File: config.mk
export PLATFORM = sky130hd
export DESIGN_NAME = days_between_dates
export DESIGN_NICKNAME = d
export VERILOG_FILES = /design/src/dbd_pkg.sv /design/src/dbd_date.sv /design/src/dbd_count.sv /design/src/days_between_dates.sv
export SDC_FILE = /design/constraint.sdc
export NUM_CORES = 2
export LEC_CHECK = 0
export ABC_CLOCK_PERIOD_IN_PS = 7700
export BUFFER_PORTS_ARGS = -buffer_cell sky130_fd_sc_hd__buf_2
export CAP_MARGIN = 20
export CORE_MARGIN = 3
export CORE_UTILIZATION = 50
export DETAILED_ROUTE_END_ITERATION = 6
export PLACE_DENSITY = 0.66
export SETUP_SLACK_MARGIN = 0.4
export SYNTH_ARGS = -nofsm -noshare
export SYNTH_HDL_FRONTEND = slang
export SYNTH_SLANG_ARGS = --single-unit
export TNS_END_PERCENT = 100
File: constraint.sdc
create_clock -name clk -period 7.7 [get_ports clk]
set_input_delay 0.77 -clock clk [delete_from_list [all_inputs] [get_ports clk]]
set_output_delay 0.77 -clock clk [all_outputs]
set_load 0.03 [all_outputs]
File: src/dbd_pkg.sv
// shared widths, constants and calendar tables for the date difference block
`timescale 1ns / 1ps
`default_nettype none
package dbd_pkg;

  // field widths
  localparam int DAY_W   = 5;
  localparam int MON_W   = 4;
  localparam int YEAR_W  = 14;
  localparam int COUNT_W = 22;
  localparam int SER_W   = 23;
  localparam int DOY_W   = 9;
  localparam int CORR_W  = 12;
  localparam int REM_W   = 7;
  localparam int IN_W    = 48;
  localparam int OUT_W   = 24;

  // largest allowed year by default
  localparam int DEF_MAX_YEAR = 9999;

  // divide by 100 as multiply by reciprocal and shift, exact for 14-bit values
  localparam int RECIP_100   = 5243;
  localparam int RECIP_W     = 13;
  localparam int RECIP_SHIFT = 19;
  localparam int PROD_W      = YEAR_W + RECIP_W;
  localparam int QUO_W       = PROD_W - RECIP_SHIFT;

  localparam int DAYS_YEAR = 365;
  localparam int CENTURY   = 100;

  localparam logic [COUNT_W-1:0] COUNT_MAX = '1;

  // month codes
  localparam logic [MON_W-1:0] MON_JAN = 4'd1;
  localparam logic [MON_W-1:0] MON_FEB = 4'd2;
  localparam logic [MON_W-1:0] MON_DEC = 4'd12;

  // pipeline advance enables shared by all stage registers
  typedef struct packed {
    logic en1;
    logic en2;
    logic en3;
    logic en4;
  } stg_en_t;

  // length of a month, february follows the leap flag
  function automatic logic [DAY_W-1:0] month_len(input logic [MON_W-1:0] m, input logic lp);
    logic [DAY_W-1:0] len;
    unique case (m)
      4'd1, 4'd3, 4'd5, 4'd7, 4'd8, 4'd10, 4'd12: len = 5'd31;
      4'd4, 4'd6, 4'd9, 4'd11:                     len = 5'd30;
      4'd2:                                        len = lp ? 5'd29 : 5'd28;
      default:                                     len = 5'd0;
    endcase
    return len;
  endfunction

  // days in the year before the first of a month, common year
  function automatic logic [DOY_W-1:0] days_before(input logic [MON_W-1:0] m);
    logic [DOY_W-1:0] db;
    unique case (m)
      4'd1:    db = 9'd0;
      4'd2:    db = 9'd31;
      4'd3:    db = 9'd59;
      4'd4:    db = 9'd90;
      4'd5:    db = 9'd120;
      4'd6:    db = 9'd151;
      4'd7:    db = 9'd181;
      4'd8:    db = 9'd212;
      4'd9:    db = 9'd243;
      4'd10:   db = 9'd273;
      4'd11:   db = 9'd304;
      4'd12:   db = 9'd334;
      default: db = 9'd0;
    endcase
    return db;
  endfunction

endpackage
`default_nettype wire

File: src/dbd_date.sv
// three-stage check and day serial number of one date
`timescale 1ns / 1ps
`default_nettype none
module dbd_date #(
  parameter int MAX_YEAR = dbd_pkg::DEF_MAX_YEAR
) (
  input  wire logic                         clk,
  input  wire dbd_pkg::stg_en_t             en,
  input  wire logic [dbd_pkg::DAY_W-1:0]    day,
  input  wire logic [dbd_pkg::MON_W-1:0]    month,
  input  wire logic [dbd_pkg::YEAR_W-1:0]   year,
  output logic      [dbd_pkg::SER_W-1:0]    serial,
  output logic                              ok
);

  localparam int YCMP_W = 16;

  // stage 1: quotients by 100 of the year and of the year before
  logic [dbd_pkg::PROD_W-1:0] prod_y;
  logic [dbd_pkg::PROD_W-1:0] prod_p;
  logic [dbd_pkg::YEAR_W-1:0] p_in;

  assign p_in   = year - dbd_pkg::YEAR_W'(1);
  assign prod_y = dbd_pkg::PROD_W'(year) * dbd_pkg::PROD_W'(dbd_pkg::RECIP_100);
  assign prod_p = dbd_pkg::PROD_W'(p_in) * dbd_pkg::PROD_W'(dbd_pkg::RECIP_100);

  logic [dbd_pkg::DAY_W-1:0]  d1;
  logic [dbd_pkg::MON_W-1:0]  m1;
  logic [dbd_pkg::YEAR_W-1:0] y1;
  logic [dbd_pkg::YEAR_W-1:0] p1;
  logic [dbd_pkg::QUO_W-1:0]  qy1;
  logic [dbd_pkg::QUO_W-1:0]  qp1;

  always_ff @(posedge clk) begin
    if (en.en1) begin
      d1  <= day;
      m1  <= month;
      y1  <= year;
      p1  <= p_in;
      qy1 <= prod_y[dbd_pkg::PROD_W-1:dbd_pkg::RECIP_SHIFT];
      qp1 <= prod_p[dbd_pkg::PROD_W-1:dbd_pkg::RECIP_SHIFT];
    end
  end

  // stage 2: leap year, date check, year days and leap corrections
  logic [dbd_pkg::YEAR_W-1:0] hund;
  logic [dbd_pkg::REM_W-1:0]  rem;
  logic                       lp;
  logic [dbd_pkg::DAY_W-1:0]  len;
  logic                       ok_c;
  logic [dbd_pkg::SER_W-1:0]  p365_c;
  logic [dbd_pkg::CORR_W-1:0] corr_c;
  logic [dbd_pkg::DOY_W-1:0]  doy_c;
  logic [dbd_pkg::YEAR_W-1:0] p_q4;

  assign hund = dbd_pkg::YEAR_W'(qy1) * dbd_pkg::YEAR_W'(dbd_pkg::CENTURY);
  assign rem  = dbd_pkg::REM_W'(y1 - hund);
  assign lp   = ((y1[1:0] == 2'd0) && (rem != '0)) || ((rem == '0) && (qy1[1:0] == 2'd0));
  assign len  = dbd_pkg::month_len(m1, lp);
  assign p_q4 = p1 >> 2;

  always_comb begin
    ok_c = (m1 >= dbd_pkg::MON_JAN) && (m1 <= dbd_pkg::MON_DEC) &&
           (y1 != '0) && (YCMP_W'(y1) <= YCMP_W'(MAX_YEAR)) &&
           (d1 != '0) && (d1 <= len);
    p365_c = dbd_pkg::SER_W'(p1) * dbd_pkg::SER_W'(dbd_pkg::DAYS_YEAR);
    corr_c = dbd_pkg::CORR_W'(p_q4) - dbd_pkg::CORR_W'(qp1) + dbd_pkg::CORR_W'(qp1 >> 2);
    doy_c  = dbd_pkg::days_before(m1) + dbd_pkg::DOY_W'(d1) +
             dbd_pkg::DOY_W'((m1 > dbd_pkg::MON_FEB) && lp);
  end

  logic                       ok2;
  logic [dbd_pkg::SER_W-1:0]  p365_2;
  logic [dbd_pkg::CORR_W-1:0] corr2;
  logic [dbd_pkg::DOY_W-1:0]  doy2;

  always_ff @(posedge clk) begin
    if (en.en2) begin
      ok2    <= ok_c;
      p365_2 <= p365_c;
      corr2  <= corr_c;
      doy2   <= doy_c;
    end
  end

  // stage 3: final serial sum
  always_ff @(posedge clk) begin
    if (en.en3) begin
      ok     <= ok2;
      serial <= p365_2 + dbd_pkg::SER_W'(corr2) + dbd_pkg::SER_W'(doy2);
    end
  end

endmodule
`default_nettype wire

File: src/dbd_count.sv
// difference of serials, end-day flag, saturation and the output register
`timescale 1ns / 1ps
`default_nettype none
module dbd_count (
  input  wire logic                          clk,
  input  wire dbd_pkg::stg_en_t              en,
  input  wire logic [dbd_pkg::SER_W-1:0]     start_serial,
  input  wire logic [dbd_pkg::SER_W-1:0]     end_serial,
  input  wire logic                          both_ok,
  input  wire logic                          include_end_day,
  output logic      [dbd_pkg::COUNT_W-1:0]   day_count,
  output logic                               invalid_date
);

  localparam int SUM_W = dbd_pkg::SER_W + 1;

  logic [SUM_W-1:0] diff;
  logic [SUM_W-1:0] total;
  logic [dbd_pkg::COUNT_W-1:0] count_c;

  // zero when start is not before end, then flag and clamp
  always_comb begin
    diff  = (start_serial < end_serial) ? SUM_W'(end_serial - start_serial) : '0;
    total = diff + SUM_W'(include_end_day);
    if (!both_ok) begin
      count_c = '0;
    end else if (total > SUM_W'(dbd_pkg::COUNT_MAX)) begin
      count_c = dbd_pkg::COUNT_MAX;
    end else begin
      count_c = dbd_pkg::COUNT_W'(total);
    end
  end

  // output register
  always_ff @(posedge clk) begin
    if (en.en4) begin
      day_count    <= count_c;
      invalid_date <= !both_ok;
    end
  end

endmodule
`default_nettype wire

File: src/days_between_dates.sv
// top level: stream ports, pipeline valid control, two date units and the count stage
// path: an accepted input word passes the stage 1, 2 and 3 registers of the date units, then the count output register
// throughput: one word per cycle; each stage stalls only when the one after it is full
// the serial multiply and adds of each date set the stage split
// reset: rst clears the stage valid bits, so the pipeline starts empty; data is not cleared
`timescale 1ns / 1ps
`default_nettype none
module days_between_dates #(
  parameter int MAX_YEAR = dbd_pkg::DEF_MAX_YEAR
) (
  input  wire logic                       clk,
  input  wire logic                       rst,
  input  wire logic                       s_axis_tvalid,
  output logic                            s_axis_tready,
  // start_day, start_month, start_year, end_day, end_month, end_year, include_end_day
  input  wire logic [dbd_pkg::IN_W-1:0]   s_axis_tdata,
  output logic                            m_axis_tvalid,
  input  wire logic                       m_axis_tready,
  // day_count, invalid_date
  output logic      [dbd_pkg::OUT_W-1:0]  m_axis_tdata
);

  // input word fields
  logic [dbd_pkg::DAY_W-1:0]  start_day;
  logic [dbd_pkg::MON_W-1:0]  start_month;
  logic [dbd_pkg::YEAR_W-1:0] start_year;
  logic [dbd_pkg::DAY_W-1:0]  end_day;
  logic [dbd_pkg::MON_W-1:0]  end_month;
  logic [dbd_pkg::YEAR_W-1:0] end_year;
  logic                       include_end_day;

  assign start_day       = s_axis_tdata[4:0];
  assign start_month     = s_axis_tdata[8:5];
  assign start_year      = s_axis_tdata[22:9];
  assign end_day         = s_axis_tdata[27:23];
  assign end_month       = s_axis_tdata[31:28];
  assign end_year        = s_axis_tdata[45:32];
  assign include_end_day = s_axis_tdata[46];

  // stage valid bits and advance enables
  logic v1, v2, v3, v4;
  dbd_pkg::stg_en_t en;

  always_comb begin
    en.en4 = !v4 || m_axis_tready;
    en.en3 = !v3 || en.en4;
    en.en2 = !v2 || en.en3;
    en.en1 = !v1 || en.en2;
  end

  assign s_axis_tready = en.en1;
  assign m_axis_tvalid = v4;

  always_ff @(posedge clk) begin
    if (rst) begin
      v1 <= 1'b0;
      v2 <= 1'b0;
      v3 <= 1'b0;
      v4 <= 1'b0;
    end else begin
      if (en.en1) v1 <= s_axis_tvalid;
      if (en.en2) v2 <= v1;
      if (en.en3) v3 <= v2;
      if (en.en4) v4 <= v3;
    end
  end

  // end-day flag rides alongside the date units
  logic inc1, inc2, inc3;

  always_ff @(posedge clk) begin
    if (en.en1) inc1 <= include_end_day;
    if (en.en2) inc2 <= inc1;
    if (en.en3) inc3 <= inc2;
  end

  // date units
  logic [dbd_pkg::SER_W-1:0] start_serial;
  logic [dbd_pkg::SER_W-1:0] end_serial;
  logic                      start_ok;
  logic                      end_ok;

  dbd_date #(.MAX_YEAR(MAX_YEAR)) u_start (
    .clk    (clk),
    .en     (en),
    .day    (start_day),
    .month  (start_month),
    .year   (start_year),
    .serial (start_serial),
    .ok     (start_ok)
  );

  dbd_date #(.MAX_YEAR(MAX_YEAR)) u_end (
    .clk    (clk),
    .en     (en),
    .day    (end_day),
    .month  (end_month),
    .year   (end_year),
    .serial (end_serial),
    .ok     (end_ok)
  );

  // count and output register
  logic [dbd_pkg::COUNT_W-1:0] day_count;
  logic                        invalid_date;

  dbd_count u_count (
    .clk             (clk),
    .en              (en),
    .start_serial    (start_serial),
    .end_serial      (end_serial),
    .both_ok         (start_ok && end_ok),
    .include_end_day (inc3),
    .day_count       (day_count),
    .invalid_date    (invalid_date)
  );

  assign m_axis_tdata = {1'b0, invalid_date, day_count};

  // an invalid word always carries a zero count
  a_invalid_zero: assert property (@(posedge clk) disable iff (rst)
    m_axis_tvalid && m_axis_tdata[22] |-> m_axis_tdata[21:0] == '0)
    else $error("invalid word with nonzero count");

  // an empty output stage means the whole pipeline can advance
  a_ready_when_empty: assert property (@(posedge clk) disable iff (rst)
    !m_axis_tvalid |-> s_axis_tready)
    else $error("input stalled with empty output stage");

  // a word in stage three moves to the output when the output can load
  a_stage_moves: assert property (@(posedge clk) disable iff (rst)
    v3 && en.en4 |=> m_axis_tvalid)
    else $error("word lost between stage three and output");

  // reset empties the pipeline
  a_reset_empty: assert property (@(posedge clk)
    rst |=> !m_axis_tvalid && !v1 && !v2 && !v3)
    else $error("pipeline not empty after reset");

endmodule
`default_nettype wire

==> impl_metrics.env <==
export IMPL_drt_iter0_markers=988
export IMPL_ys_types=74
export IMPL_drv_slew=0
export IMPL_cp_max_fo=6
export IMPL_crit_slowest_cell="fa_1"
export IMPL_grt_pass1_vias=22000
export IMPL_syn_inst=3199
export IMPL_ctsResizeCount=0
export IMPL_io_buffers=75
export IMPL_cts_path_max_buffers=3
export IMPL_ys_warn_count=0
export IMPL_dp_hpwl_mm=55.7
export IMPL_grt_usage_pct=19.3
export IMPL_numCtsBuffers=35
export IMPL_tightest_slew_ns=1.06
export IMPL_core_area_um2=66200
export IMPL_ys_flop_type="edfxtp_1"
export IMPL_arrival_ns=7.07
export IMPL_combPwrFrac_pct=71.7
export IMPL_seqPwrFrac_pct=18.2
export IMPL_start_util_pct=50.8
export IMPL_switchingPower_uw=7600
export IMPL_die_w_um=265
export IMPL_stdcell_count=4219
export IMPL_placedCellCount=4153
export IMPL_cts_tree="done"
export IMPL_vias=21300
export IMPL_maxCapViolCount=0
export IMPL_fin_crit_sh_pct=88.0
export IMPL_async_reset_ff_share_pct=0
export IMPL_yosysSeqAreaShare_pct=24.9
export IMPL_fin_nets=4373
export IMPL_cts_hold_buffers=0
export IMPL_clock_sinks=286
export IMPL_grt_pass1_wl_mm=110
export IMPL_rsz0062_at_grt="false"
export IMPL_finalPower_uw=16400
export IMPL_grt_start_max_net_pins=85
export IMPL_whs_ns=0.404
export IMPL_synth_seq_cells=286
export IMPL_p_leak_uw=0.0184
export IMPL_synth_edff_count=264
export IMPL_post_drt_wl_per_cell_um=15.4
export IMPL_setup_worst_path_class="in -> reg"
export IMPL_cp_num_buf_inv=7
export IMPL_post_cts_buffers=0
export IMPL_hold_path_class="in -> reg"
export IMPL_finalWorstSetupSlack_ns=0.925
export IMPL_finalClockSkew_ns=0.0172
export IMPL_drt_wl_total_mm=64.8
export IMPL_area_delta_synth_final_pct=8.54
export IMPL_outcome="finished clean"
export IMPL_path_clk_slew_ns=0.06
export IMPL_path_depth=29
export IMPL_grt_ovfl_total=0
export IMPL_p_int_uw=8830
export IMPL_syn_cell_area_um2=33600
export IMPL_layout_drive_gt1_share_pct=6.21
export IMPL_pwr_share_clk_pct=10.1
export IMPL_die_h_um=265
export IMPL_drcViolationCount=0
export IMPL_worst_r2r_path_depth=19
export IMPL_relSlewSlack_pct=29.3
export IMPL_power_density_nw_per_um2=450
export IMPL_root_buffer="clkbuf_16"
export IMPL_synth_top_cells_by_area="edfxtp_1, ha_1, fa_1"
export IMPL_htreeDepth=2
export IMPL_synth_net_count=4244
export IMPL_place_gp_congestion=0.876
export IMPL_period_needed_ns=6.78
export IMPL_cp_end_kind="flop"
export IMPL_fillCellCount=5795
export IMPL_drt_vias_per_instance=5.04
export IMPL_hold_violations=0
export IMPL_hold_path_depth=1
export IMPL_max_freq_mhz=148
export IMPL_cp_required_ns=8.00
export IMPL_antenna_found_initial=5
export IMPL_clock_latency_ns=0.54
export IMPL_pre_cts_slack_ns=-0.0721
export IMPL_yosys_area_top_type="edfxtp_1"
export IMPL_ios=78
export IMPL_yosys_area_top_type_share_pct=23.6
export IMPL_ir_drop_v=0.000216
export IMPL_drt_first_pass_iters=5
export IMPL_setup_violations=0
export IMPL_start_kind="primary input"
export IMPL_p_sw_share_pct=46.3
export IMPL_cp_top_family="adder cells"
export IMPL_crit_path_max_incr_delay_ns=0.55
export IMPL_synth_avg_cell_area_um2=10.5
export IMPL_fp_row_count=94
export IMPL_drtAntennaViolNets=0
export IMPL_die_area_um2=70400
## cell usage after synthesis (13+ instances only)
| master | number |
|---|---|
| o21ai_0 | 95 |
| a211oi_1 | 13 |
| dfxtp_1 | 22 |
| nand4_1 | 24 |
| nor2_1 | 111 |
| a21oi_1 | 105 |
| edfxtp_1 | 264 |
| and3_1 | 24 |
| ha_1 | 625 |
| fa_1 | 368 |
| xnor2_1 | 153 |
| nand2b_1 | 16 |
| o21a_1 | 18 |
| mux2i_1 | 16 |
| nor2b_1 | 33 |
| nand2_1 | 123 |
| a21boi_0 | 19 |
| xor2_1 | 50 |
| nor4_1 | 19 |
| nor3_1 | 33 |
| a21o_1 | 46 |
| nand3_1 | 36 |
| inv_1 | 799 |
| o211ai_1 | 15 |
## registers in the layout, summed over array words and instances, names as in the netlist, 4 cells and up, named ones only
name               count
u_start.serial        23
u_start.corr2         12
u_end.d1               5
u_start.qp1            8
u_end.p365_2          23
u_end.serial          23
u_end.doy2             9
u_start.qy1            5
u_start.doy2           9
u_start.y1            14
u_end.p1              14
u_end.qp1              8
u_end.y1              14
u_end.m1               4
u_end.qy1              5
u_start.m1             4
u_start.d1             5
u_start.p1            14
u_end.corr2           12
u_start.p365_2        23
u_count.day_count     22
## metrics by stage
stage	cell area, um^2	TNS (ns)	utilization, %
finish	36500	0	55.1
detailed placement	35300	-0.107	53.3
global placement	35300	0	53.3
CTS	36500	0	55.1
global route	36500	0	55.1
floorplan	33600	0	-
## final cells by class
| class | instances | area [um^2] | share of cell area, % |
|---|---|---|---|
| multi-input cells | 2090 | 22200 | 60.8 |
| flip-flops and latches | 286 | 8370 | 22.9 |
| inverters | 799 | 3000 | 8.22 |
| well taps | 864 | 1080 | 2.96 |
| clock buffers | 44 | 983 | 2.69 |
| repair buffers | 116 | 703 | 1.93 |
| clock inverters | 17 | 188 | 0.514 |
| diodes | 3 | 7.51 | 0.0206 |
## layout by cell type, fill, tap and decap left out, drive strengths merged, types with 33 or more instances in the layout
cell type / Yosys / layout
fa: 368 / 368
buf: 13 / 116
ha: 625 / 625
xor2: 50 / 50
a21oi: 116 / 116
xnor2: 154 / 154
nor3: 33 / 33
a21o: 46 / 46
nor2b: 33 / 33
o21ai: 97 / 97
edfxtp: 264 / 264
inv: 799 / 801
nand3: 36 / 36
nor2: 111 / 111
clkbuf: 11 / 44
nand2: 124 / 124
## metal layers
metal	up-vias	wire length [um]	track usage, %
met2	251	31800	33.7
met5	-	7	0
li1	10700	-	-
met1	10200	29400	25.6
met4	2	1660	5.23
met3	91	1950	2.28
## power by group through the flow
stage / logic [uW] / clock network [uW] / registers [uW]
4_1_cts: 11900 / 1720 / 3000
2_1_floorplan: 9160 / 0 / 3000
3_5_place_dp: 11800 / 0 / 3030
5_1_grt: 13700 / 1780 / 3050
6_report: 11800 / 1670 / 2990
3_3_place_gp: 11600 / 0 / 3020
## kinds of logic (layout without fill, tap and decap cells)
logic type                 after synthesis  after routing  share of synthesized area, %
and+or+nand+nor                        473            473                          7.02
buffers and inverters                  823            976                          9.27
muxes                                   24             24                         0.751
AOI/OAI and AO/OA                      395            395                          7.59
DFF                                    286            286                          24.9
other                                    1              4                        0.0111
xor gates and xnor gates               204            204                          5.33
adders and majority gates              993            993                          45.1
## path summary, 6_finish.rpt
| path | from | slack (ns) | endpoint |
|---|---|---|---|
| worst min-delay path | s_axis_tdata[4] | 0.40 | u_start.d1[4] |
| worst max-delay path | s_axis_tdata[34] | 0.92 | u_end.qp1[6] |
| worst min register to register | u_end.ok2 | 0.42 | u_end.ok |
| worst max register to register | u_end.serial[5] | 2.26 | u_count.day_count[21] |
## worst register-to-register path: cells and delay by family, from the launching register on
| family | cells | cell delay, ns |
|---|---|---|
| flip-flops | 1 | 0.43 |
| multiplexers | 1 | 0.59 |
| AND/OR/NAND/NOR | 9 | 2.16 |
| buffers and inverters | 2 | 0.45 |
| AO/OA/AOI/OAI | 4 | 0.68 |
| adder cells (fa/ha/maj) | 3 | 0.84 |
(Power assumes the default switching activity.)
